$ cat src/cts_pkg.sv
// shared types and constants for the csv table splitter
package cts_pkg;

   localparam logic [7:0] QUOTE_BYTE = 8'h22;

   localparam logic [7:0] ROW_SEP_RESET   = 8'd10;
   localparam logic [7:0] FIELD_SEP_RESET = 8'd44;

   localparam int unsigned CSR_INDEX_WIDTH = 2;
   localparam int unsigned CSR_DATA_WIDTH  = 8;

   typedef enum logic [CSR_INDEX_WIDTH-1:0] {
      CSR_ROW_SEP      = 2'd0,
      CSR_FIELD_SEP    = 2'd1,
      CSR_QUOTE_ENABLE = 2'd2
   } csr_index_type;

   typedef struct packed {
      logic [7:0] in_byte;
      logic       end_of_buffer;
   } req_type;

   typedef struct packed {
      logic [7:0] out_byte;
      logic       field_end;
      logic       row_start;
      logic       row_end;
   } rsp_type;

   typedef struct packed {
      logic [7:0] row_separator;
      logic [7:0] field_separator;
      logic       quote_enable;
   } cfg_type;

   typedef struct packed {
      logic inside_quotes;
      logic prev_was_quote;
      logic at_row_start;
   } parse_state_type;

endpackage

$ cat src/cts_step.sv
// per-byte split decision: result and next parse state
module cts_step import cts_pkg::*; (
   input  cfg_type         cfg,
   input  parse_state_type state,
   input  req_type         item,
   output logic            emit,
   output rsp_type         result,
   output parse_state_type state_next
);

   logic is_row;
   logic is_sep;
   logic is_quote;
   logic close_field;
   logic row_end;

   always_comb begin
      is_row      = (item.in_byte == cfg.row_separator);
      is_sep      = is_row || (item.in_byte == cfg.field_separator);
      is_quote    = cfg.quote_enable && (item.in_byte == QUOTE_BYTE);
      close_field = item.end_of_buffer || (!state.inside_quotes && is_sep);
      row_end     = item.end_of_buffer || is_row;

      emit       = 1'b1;
      result     = '0;
      state_next = state;

      if (close_field) begin
         result.field_end          = 1'b1;
         result.row_start          = state.at_row_start;
         result.row_end            = row_end;
         state_next.inside_quotes  = 1'b0;
         state_next.prev_was_quote = 1'b0;
         state_next.at_row_start   = row_end;
      end else if (is_quote) begin
         // second quote of a pair re-enters quote mode and gives one literal quote
         state_next.inside_quotes  = !state.inside_quotes;
         state_next.prev_was_quote = 1'b1;
         emit                      = !state.inside_quotes && state.prev_was_quote;
         result.out_byte           = QUOTE_BYTE;
      end else begin
         state_next.prev_was_quote = 1'b0;
         result.out_byte           = item.in_byte;
      end
   end

endmodule

$ cat src/csv_table_splitter_top.sv
// top level of the csv table splitter
// Splits a byte stream into fields and rows, one byte per cycle unless rsp is stalled.
// Each transfer on req carries one byte or the end-of-buffer mark and gives zero or one
// transfer on rsp: a content byte, or a field-end marker with row_start and row_end
// flags. A byte is registered on entry and its result at the output; a new transfer is
// taken every cycle while rsp is not stalled. Doubled quotes in a quoted field yield one
// quote; the end mark closes the last field and returns the parser to its reset state.
// Configuration must be written only while idle; the block does not enforce this.
module csv_table_splitter_top import cts_pkg::*; (
   input  logic                       clock,
   input  logic                       reset,
   input  logic                       req_valid,
   output logic                       req_stall,
   input  req_type                    req_data,
   output logic                       rsp_valid,
   input  logic                       rsp_stall,
   output rsp_type                    rsp_data,
   input  logic                       csr_write_enable,
   input  logic [CSR_INDEX_WIDTH-1:0] csr_index,
   input  logic [CSR_DATA_WIDTH-1:0]  csr_write_data
);

   cfg_type         cfg_ff;
   parse_state_type state_ff;
   parse_state_type state_in;
   logic            in_valid_ff;
   req_type         in_data_ff;
   logic            rsp_valid_ff;
   rsp_type         rsp_data_ff;
   logic            emit;
   rsp_type         result;
   logic            out_free;
   logic            stage_go;
   logic            req_accept;

   assign out_free   = !rsp_valid_ff || !rsp_stall;
   assign stage_go   = in_valid_ff && out_free;
   assign req_stall  = in_valid_ff && !out_free;
   assign req_accept = req_valid && !req_stall;
   assign rsp_valid  = rsp_valid_ff;
   assign rsp_data   = rsp_data_ff;

   cts_step u_step (
      .cfg        (cfg_ff),
      .state      (state_ff),
      .item       (in_data_ff),
      .emit       (emit),
      .result     (result),
      .state_next (state_in)
   );

   always_ff @(posedge clock) begin
      if (reset) begin
         cfg_ff.row_separator   <= ROW_SEP_RESET;
         cfg_ff.field_separator <= FIELD_SEP_RESET;
         cfg_ff.quote_enable    <= 1'b1;
      end else if (csr_write_enable) begin
         case (csr_index_type'(csr_index))
            CSR_ROW_SEP:      cfg_ff.row_separator   <= csr_write_data;
            CSR_FIELD_SEP:    cfg_ff.field_separator <= csr_write_data;
            CSR_QUOTE_ENABLE: cfg_ff.quote_enable    <= csr_write_data[0];
            default: ;
         endcase
      end
   end

   always_ff @(posedge clock) begin
      if (reset) begin
         in_valid_ff  <= 1'b0;
         rsp_valid_ff <= 1'b0;
         state_ff     <= '{inside_quotes: 1'b0, prev_was_quote: 1'b0, at_row_start: 1'b1};
      end else begin
         if (req_accept) begin
            in_valid_ff <= 1'b1;
         end else if (stage_go) begin
            in_valid_ff <= 1'b0;
         end
         if (out_free) begin
            rsp_valid_ff <= stage_go && emit;
         end
         if (stage_go) begin
            state_ff <= state_in;
         end
      end
   end

   always_ff @(posedge clock) begin
      if (req_accept) begin
         in_data_ff <= req_data;
      end
      if (out_free) begin
         rsp_data_ff <= result;
      end
   end

endmodule

$ cat config.mk
export PLATFORM = sky130hd
export DESIGN_NAME = csv_table_splitter_top
export DESIGN_NICKNAME = d
export VERILOG_FILES = /design/src/cts_pkg.sv /design/src/cts_step.sv /design/src/csv_table_splitter_top.sv
export SDC_FILE = /design/constraint.sdc
export NUM_CORES = 1
export LEC_CHECK = 0
export ABC_AREA = 1
export BUFFER_PORTS_ARGS = -buffer_cell sky130_fd_sc_hd__buf_2
export CORE_MARGIN = 8
export CORE_UTILIZATION = 35
export DETAILED_ROUTE_END_ITERATION = 12
export PLACE_DENSITY_LB_ADDON = 0.08
export SYNTH_ARGS = -nofsm -noshare
export SYNTH_HDL_FRONTEND = slang
export SYNTH_SLANG_ARGS = --single-unit
$ cat constraint.sdc
create_clock -name clock -period 1.6 [get_ports clock]
set_input_delay 0.16 -clock clock [delete_from_list [all_inputs] [get_ports clock]]
set_output_delay 0.16 -clock clock [all_outputs]
set_load 0.01 [all_outputs]
==> impl_metrics.csv, run 1 <==
group,metric,value,unit
clock_network,cts_hold_buffers,0,
critical_path,worst-path-max-fanout,7,
global_route,grt_use_total,11.4,%
timing,whs,0.0407,ns
logic_synthesis,syn-cell-area,1850,um^2
clock_network,clockBufferDepth,2,
clock_network,cts.sinks,42,
global_route,grt_pass1_vias,1426,
flow_run,cap_violations,0,
timing,slew_headroom,69.4,%
pwr,ir_worst_vdd,0.000394,V
global_route,gr-total-overflow,0,
pwr,p_total,2.30,mW
timing,fin_crit,1.58,ns
logic_synthesis,synth_nets,236,
detailed_routing,finalWirelength,4.20,mm
clock_network,clk_pin_slew,0.08,ns
min_path,holdCritPathClass,"primary input to flop",
clock_network,cts_buffers,5,
detailed_routing,drc,0,
floorplan,rows,26,
finish,layout-drive-gt1-share,32.3,%
global_route,antenna_found_initial,0,
timing,rsz0062_at_grt,"yes",
floorplan,pin_count,37,
timing,hold_viol,0,
logic_synthesis,ys_ff_latch,42,
place,dpl_cell_area,2130,um^2
place,port_buffers,36,
floorplan,start_util,36.3,%
floorplan,dieArea,7870,um^2
critical_path,crit_path_start_kind,"flop",
global_route,grt_max_degree,18,
finish,final_nets,286,
detailed_routing,firstDrtPassIters,4,
logic_synthesis,yosysWarningCount,0,
finish,diodes,0,
timing,max_freq,631,MHz
detailed_routing,drt_iter0_markers,85,
finish,finalInstanceArea,2320,um^2
floorplan,die_w,88.7,um
finish,final_util,45.5,%
critical_path,critical_path_required,1.66,ns
logic_synthesis,synth_top_area_share,32.4,%
global_route,grt_first_pass_wirelength,6.93,mm
clock_network,htreeDepth,2,
detailed_routing,wl_per_cell,12.6,um
timing,min_period_over_period,99.0,%
critical_path,cp_data_arrival_time,1.64,ns
timing,slew_violations,0,
place,gp_congestion,0.800,
clock_network,tritoncts,"built",
timing,skew,0.0117,ns
floorplan,chipHeight,88.7,um
logic_synthesis,synth_area_per_cell,8.73,um^2
detailed_routing,avgViaCountPerCell,4.44,
timing,worst_slew_pin_slew,0.459,ns
timing,finalSetupViolCount,0,
clock_network,clockRootBuffer,"clkbuf_8",
finish,final_common_cell,"nand2_1",
outcome,outcome,"finished, final reports clean",
logic_synthesis,synth-seq-area-share,56.2,%
clock_network,clk_latency,0.29,ns
detailed_routing,num_vias,1478,
finish,mostFrequentLayoutCells,"37 x nand2_1, 36 x buf_2, 28 x inv_1",
pwr,powerDensity,990,nW/um^2
logic_synthesis,synth_top_area_cell,"edfxtp_1",
finish,syn_to_final_growth,25.5,%
timing,fin_tns_setup,0,ns
floorplan,core,5110,um^2
logic_synthesis,synth_cell_types,27,
pwr,leakage,1.08,nW
logic_synthesis,syn_inst,212,
critical_path,endpoint_kind,"flop",
detailed_routing,postRouteAntennaNets,0,
critical_path,critPathKind,"flop to flop",
place,place_hpwl,3.24,mm
logic_synthesis,synth_area_leaders,"edfxtp_1 32%, dfxtp_1 24%, nand2_1 8.5%, nor2_1 6.1%, inv_1 5.9%",
routing by layer:
metal  global-route usage (%)  up-vias  wire length [um]
li1                         -      780                 -
met1                     14.2      657              2010
met2                     17.9       35              1870
met3                     4.36        6               272
met4                     3.07        0                44
met5                        0        -                 0
cell families (layout without fill, tap and decap cells):
group,Yosys count,in the layout,synth area share [%]
compound gates,32,32,9.80
xor+xnor,4,4,1.89
simple gates,97,97,24.1
flops,42,42,56.2
buf+inv,37,88,7.97
cell type report:
cell class	instances	area, um^2
Multi-Input combinational cell	133	703
Inverter	35	131
Timing Repair Buffer	45	251
Fill cell	538	2780
Sequential cell	42	1040
Tap cell	70	87.6
Clock buffer	5	68.8
Clock inverter	3	40.0
critical path, stage by stage, from the launching register on:
cell and delay (ns):
edfxtp_1 0.48, buf_6 0.17, nand2_2 0.05, nand2_2 0.06, nor2_4 0.07, nand3_2 0.10, nor2_4 0.14, nor2_4 0.07
nand3_4 0.14, nor2_1 0.06
per-stage QoR:
stage	worst slack, ns	instances
CTS	0.0248	328
global placement	0.0381	319
finish	0.0160	333
detailed placement	0.0261	319
floorplan	0.104	212
global route	-0.0536	333
cell usage after synthesis:
library cell  number
dfxtp_1           22
nand2_2            1
buf_6              1
nor2_4             1
nand2_4            2
nand3_1            8
nor2_1            30
a21oi_1           10
nand3_4            1
edfxtp_1          20
a21oi_2            2
nand2_1           42
nor3_1             3
o21ai_2            1
nor2_2             4
o21ai_0           13
xnor2_1            3
buf_2              1
inv_2              6
xor2_1             1
o21ai_1            2
nand3_2            1
nand4_1            2
nor4_1             1
o211ai_1           4
nor3_2             1
inv_1             29
flip-flops by register name, indices dropped and copies added (netlist names):
signal / cells
cfg_ff: 17
in_data_ff: 9
in_valid_ff: 1
rsp_data: 11
rsp_valid: 1
state_ff: 3
final timing paths:
path / start / end / slack [ns] / cells past startpoint
worst max-delay path: in_data_ff[4] / rsp_data[7] / 0.02 / 9
worst max register to register: in_data_ff[4] / rsp_data[7] / 0.02 / 9
worst min-delay path: req_data[2] / in_data_ff[2] / 0.04 / 1
worst min register to register: state_ff[0] / state_ff[0] / 0.45 / 2
where the power goes:
part	total, mW	leakage [nW]	switching (mW)	internal [mW]
clock network	0.812	0.0579	0.353	0.459
registers	1.23	0.391	0.0399	1.19
logic	0.257	0.627	0.151	0.106
repair_timing:
item                       4_1_cts  5_1_grt
gates resized for setup          0       15
gates cloned                     0        0
setup endpoints to repair        1       10
setup buffers                    1        5
pin swaps                        0       12
Power figures use the tool's default switching activity.
==> run 2: changes to the inputs <==
Settings changed: PLACE_DENSITY from default to 0.65, PLACE_DENSITY_LB_ADDON 0.08 to default.
==> impl_metrics.csv, run 2 (same netlist as run 1, synthesis figures left out) <==
group,metric,value,unit
critical_path,path_cells,"buf_6, nand2_2, nand2_1, nor2_1, nand3_2, nor2_4, nor2_4, buf_4, nand3_1, nand2_1, a21oi_2",
critical_path,crit_path_top_delay_cell,"edfxtp_1",
timing,slew_headroom,69.6,%
finish,finalInstanceArea,2300,um^2
detailed_routing,avgViaCountPerCell,4.41,
detailed_routing,drc,0,
timing,setup_ws,0.0353,ns
detailed_routing,postRouteAntennaNets,0,
place,place_hpwl,3.18,mm
min_path,holdCritPathClass,"primary input to flop",
finish,diodes,0,
global_route,gr-total-overflow,0,
timing,finalSetupViolCount,0,
finish,layout-drive-gt1-share,29.3,%
timing,min_period_over_period,97.8,%
floorplan,pin_count,37,
finish,final_nets,286,
place,dpl_cell_area,2130,um^2
finish,final_util,45.1,%
place,dp_slack,0.0197,ns
timing,fin_tns_setup,0,ns
finish,syn_to_final_growth,24.3,%
place,gp_congestion,0.861,
critical_path,cp_data_arrival_time,1.80,ns
global_route,grt_pass1_vias,1457,
pwr,powerDensity,1000,nW/um^2
floorplan,die_w,88.7,um
critical_path,critical_path_required,1.84,ns
critical_path,cpPeakStageDelay,0.48,ns
detailed_routing,num_vias,1469,
detailed_routing,finalWirelength,4.08,mm
finish,mostFrequentLayoutCells,"40 x nand2_1, 36 x buf_2, 29 x nor2_1",
clock_network,clk_latency,0.29,ns
finish,top_register,"cfg_ff",
timing,worst_slew_pin_slew,0.456,ns
pwr,p_total,2.30,mW
timing,skew,0.00697,ns
critical_path,endpoint_kind,"flop",
critical_path,worst-path-max-fanout,5,
detailed_routing,firstDrtPassIters,4,
global_route,grt_first_pass_wirelength,6.70,mm
timing,fin_crit,1.56,ns
clock_network,htreeDepth,2,
pwr,leakage,1.07,nW
timing,max_freq,639,MHz
place,port_buffers,36,
floorplan,chipHeight,88.7,um
critical_path,critPathKind,"flop to flop",
detailed_routing,drt_iter0_markers,134,
floorplan,rows,26,
global_route,antenna_found_initial,0,
clock_network,tritoncts,"built",
flow_run,cap_violations,0,
timing,rsz0062_at_grt,"yes",
clock_network,clk_pin_slew,0.08,ns
critical_path,crit_path_start_kind,"flop",
clock_network,cts_buffers,5,
finish,fillers,527,
floorplan,dieArea,7870,um^2
pwr,ir_worst_vdd,0.000611,V
outcome,outcome,"finished, final reports clean",
finish,final_common_cell,"nand2_1",
timing,hold_viol,0,
floorplan,core,5110,um^2
timing,slew_violations,0,
global_route,grt_use_total,11.3,%
clock_network,clockRootBuffer,"clkbuf_8",
floorplan,start_util,36.3,%
finish,largest_reg_flops,17,
global_route,grt_max_degree,18,
clock_network,cts.sinks,42,
clock_network,clockBufferDepth,2,
detailed_routing,wl_per_cell,12.2,um
## run 2: changes by cell type in the layout (fill, tap and decap cells not counted)
cell	before	now
nor2_1	25	29
nand2_1	37	40
nand2_2	6	3
nor2_2	7	4
clkinv_2	2	0
clkbuf_1	0	1
clkinvlp_4	0	1
nor2_4	3	2
## run 2: power by group
part / internal [mW] / total (mW) / switching [mW]
combinational: 0.103 / 0.249 / 0.146
clock: 0.465 / 0.823 / 0.358
sequential: 1.19 / 1.23 / 0.0378
total: 1.76 / 2.30 / 0.541
## run 2: layout make-up
class                      count  area [um^2]  share of cell area (%)
sequential                    42         1040                    45.2
inverter                      35          131                    5.71
multi-input combinational    133          681                    29.6
clock buffer                   6         72.6                    3.15
tap                           70         87.6                    3.80
clock inverter                 2         37.5                    1.63
timing repair buffer          45          251                    10.9
## run 2: through the flow
| stage | hold slack [ns] | instances |
|---|---|---|
| final | 0.0420 | 333 |
| after global routing | 0.0227 | 333 |
| after CTS | 0.0300 | 329 |
| after detailed placement | 0.338 | 319 |
| after global placement | 0.336 | 319 |
| after floorplan | 0.222 | 212 |
## run 2: timing repair
action                                  4_1_cts  5_1_grt
pin swaps                                     0        8
setup buffers                                 2        4
endpoints found under the setup margin        1        9
resized for setup                             0        7
hold buffers                                  0        0
## run 2: critical path, delay by kind of cell (launching register included)
kind | cells | cell delay [ns]
simple gates | 8 | 0.63
compound gates | 1 | 0.11
buf+inv | 2 | 0.30
flops | 1 | 0.48
## run 2: worst paths after layout
path,cells after the start,from,end,slack [ns]
min reg2reg,2,state_ff[0],state_ff[0],0.45
max reg2reg,11,in_data_ff[2],rsp_valid,0.04
min,1,req_data[1],in_data_ff[1],0.04
max,11,in_data_ff[2],rsp_valid,0.04
## run 2: routing by layer
metal  vias to the layer above  track usage [%]  wire length (um)
met5                         -                0                 0
met4                         0             5.84                54
met3                         7             3.81               269
met2                        30             17.2              1890
met1                       650             13.7              1870
li1                        782                -                 -
==> run 3: changes to the inputs <==
Settings changed: HOLD_SLACK_MARGIN from default to 0.08.
==> impl_metrics.csv, run 3 (same netlist as run 1, synthesis figures left out) <==
group,metric,value,unit
outcome,outcome,"finished, final reports clean",
pwr,powerDensity,969,nW/um^2
global_route,grt_max_degree,18,
clock_network,tritoncts,"built",
detailed_routing,firstDrtPassIters,4,
critical_path,r2r_end,"rsp_valid",
place,dpl_cell_area,2130,um^2
detailed_routing,drt_iter0_markers,184,
finish,multi_input_area,683,um^2
critical_path,endpoint_kind,"flop",
place,place_hpwl,3.18,mm
min_path,holdCritPathClass,"primary input to flop",
place,gp_congestion,0.861,
critical_path,worst-path-max-fanout,5,
finish,final_common_cell,"nand2_1",
critical_path,crit_path_start_kind,"flop",
timing,finalSetupViolCount,0,
finish,regArea,1040,um^2
timing,slew_violations,0,
clock_network,clockBufferDepth,2,
place,port_buffers,36,
finish,syn_to_final_growth,29.3,%
critical_path,rrSetupSlack,0.04,ns
timing,max_freq,639,MHz
timing,setup_ws,0.0355,ns
clock_network,cts.sinks,42,
timing,slew_headroom,69.7,%
clock_network,htreeDepth,2,
min_path,hp-start,"csr_write_data[5]",
detailed_routing,num_vias,1503,
clock_network,clk_latency,0.29,ns
finish,mostFrequentLayoutCells,"40 x nand2_1, 36 x buf_2, 28 x inv_1, 28 x nor2_1, 22 x dfxtp_1",
global_route,grt_use_total,11.4,%
pwr,ir_worst_vdd,0.000610,V
floorplan,chipHeight,88.7,um
detailed_routing,wl_per_cell,12.1,um
finish,finalInstanceArea,2390,um^2
detailed_routing,postRouteAntennaNets,0,
timing,fin_crit,1.56,ns
finish,top_register,"cfg_ff",
timing,skew,0.00803,ns
timing,worst_slew_pin_slew,0.455,ns
pwr,leakage,1.11,nW
min_path,worstHoldPathCells,3,
critical_path,cp_data_arrival_time,1.80,ns
timing,min_period_over_period,97.8,%
floorplan,core,5110,um^2
finish,diodes,0,
global_route,grt_pass1_vias,1482,
critical_path,critPathKind,"flop to flop",
finish,layout-drive-gt1-share,28.7,%
floorplan,rows,26,
floorplan,die_w,88.7,um
critical_path,reg2regPathDepth,11,
critical_path,critical_path_required,1.84,ns
finish,final_nets,295,
clock_network,clk_pin_slew,0.08,ns
finish,largest_reg_flops,17,
floorplan,start_util,36.3,%
timing,rsz0062_at_grt,"yes",
finish,fillers,514,
detailed_routing,finalWirelength,4.12,mm
flow_run,cap_violations,0,
clock_network,cts_buffers,5,
global_route,grt_first_pass_wirelength,6.82,mm
clock_network,clockRootBuffer,"clkbuf_8",
detailed_routing,drc,0,
detailed_routing,avgViaCountPerCell,4.39,
place,dp_slack,0.0197,ns
min_path,min_to,"cfg_ff[6]",
timing,hold_viol,0,
global_route,gr-total-overflow,0,
floorplan,pin_count,37,
floorplan,dieArea,7870,um^2
critical_path,reg2reg_from,"in_data_ff[2]",
global_route,antenna_found_initial,0,
[run 3: stage by stage]
step	hold slack, ns	utilization [%]	std cells	power [mW]	TNS [ns]
3_5_place_dp	0.338	41.6	319	1.49	0
3_3_place_gp	0.336	41.6	319	1.49	0
5_1_grt	0.0825	46.9	342	2.43	-0.318
2_1_floorplan	0.222	-	212	1.39	0
6_report	0.0934	46.9	342	2.32	0
4_1_cts	0.0871	45.8	338	2.33	0
[run 3: worst max path at each step]
stage                        startpoint             to  slack (ns)  depth (start not counted)
final                     in_data_ff[2]      rsp_valid        0.04                         11
after global routing      in_data_ff[2]    state_ff[0]       -0.05                         11
after CTS                 in_data_ff[3]    state_ff[2]        0.03                         11
after detailed placement  in_data_ff[2]    state_ff[2]        0.02                         11
after global placement    in_data_ff[2]    state_ff[2]        0.02                         11
after floorplan               rsp_valid  in_data_ff[0]        0.10                          5
[run 3: cell type report]
| class | instances | area share [%] |
|---|---|---|
| Clock buffer | 6 | 3.03 |
| Clock inverter | 2 | 1.57 |
| Inverter | 35 | 5.49 |
| Multi-Input combinational cell | 133 | 28.5 |
| Sequential cell | 42 | 43.5 |
| Tap cell | 70 | 3.66 |
| Timing Repair Buffer | 54 | 14.3 |
[run 3: layer usage]
metal | vias up | track usage [%] | wire, um
met5 | - | 0 | 0
met4 | 0 | 5.84 | 54
met3 | 7 | 3.71 | 258
met2 | 32 | 17.9 | 1930
met1 | 665 | 13.6 | 1880
li1 | 799 | - | -
[run 3: what timing repair did]
action	CTS	global route
setup buffers	2	4
gates cloned	0	0
gates resized for setup	0	8
hold endpoints to repair	9	0
hold buffers	9	0
endpoints found under the setup margin	1	9
pin swaps	0	8
[run 3: critical path: stages, from the launching register on]
cell and delay (ns):
edfxtp_1 0.48, buf_6 0.16, nand2_2 0.05, nand2_1 0.05
nor2_1 0.11, nand3_2 0.10, nor2_4 0.13, nor2_4 0.07
buf_4 0.14, nand3_1 0.06, nand2_1 0.06, a21oi_2 0.11
[run 3: power breakdown]
part           switching [mW]  internal, mW  total [mW]
sequential             0.0378          1.19        1.23
combinational           0.149         0.118       0.267
clock                   0.358         0.465       0.824
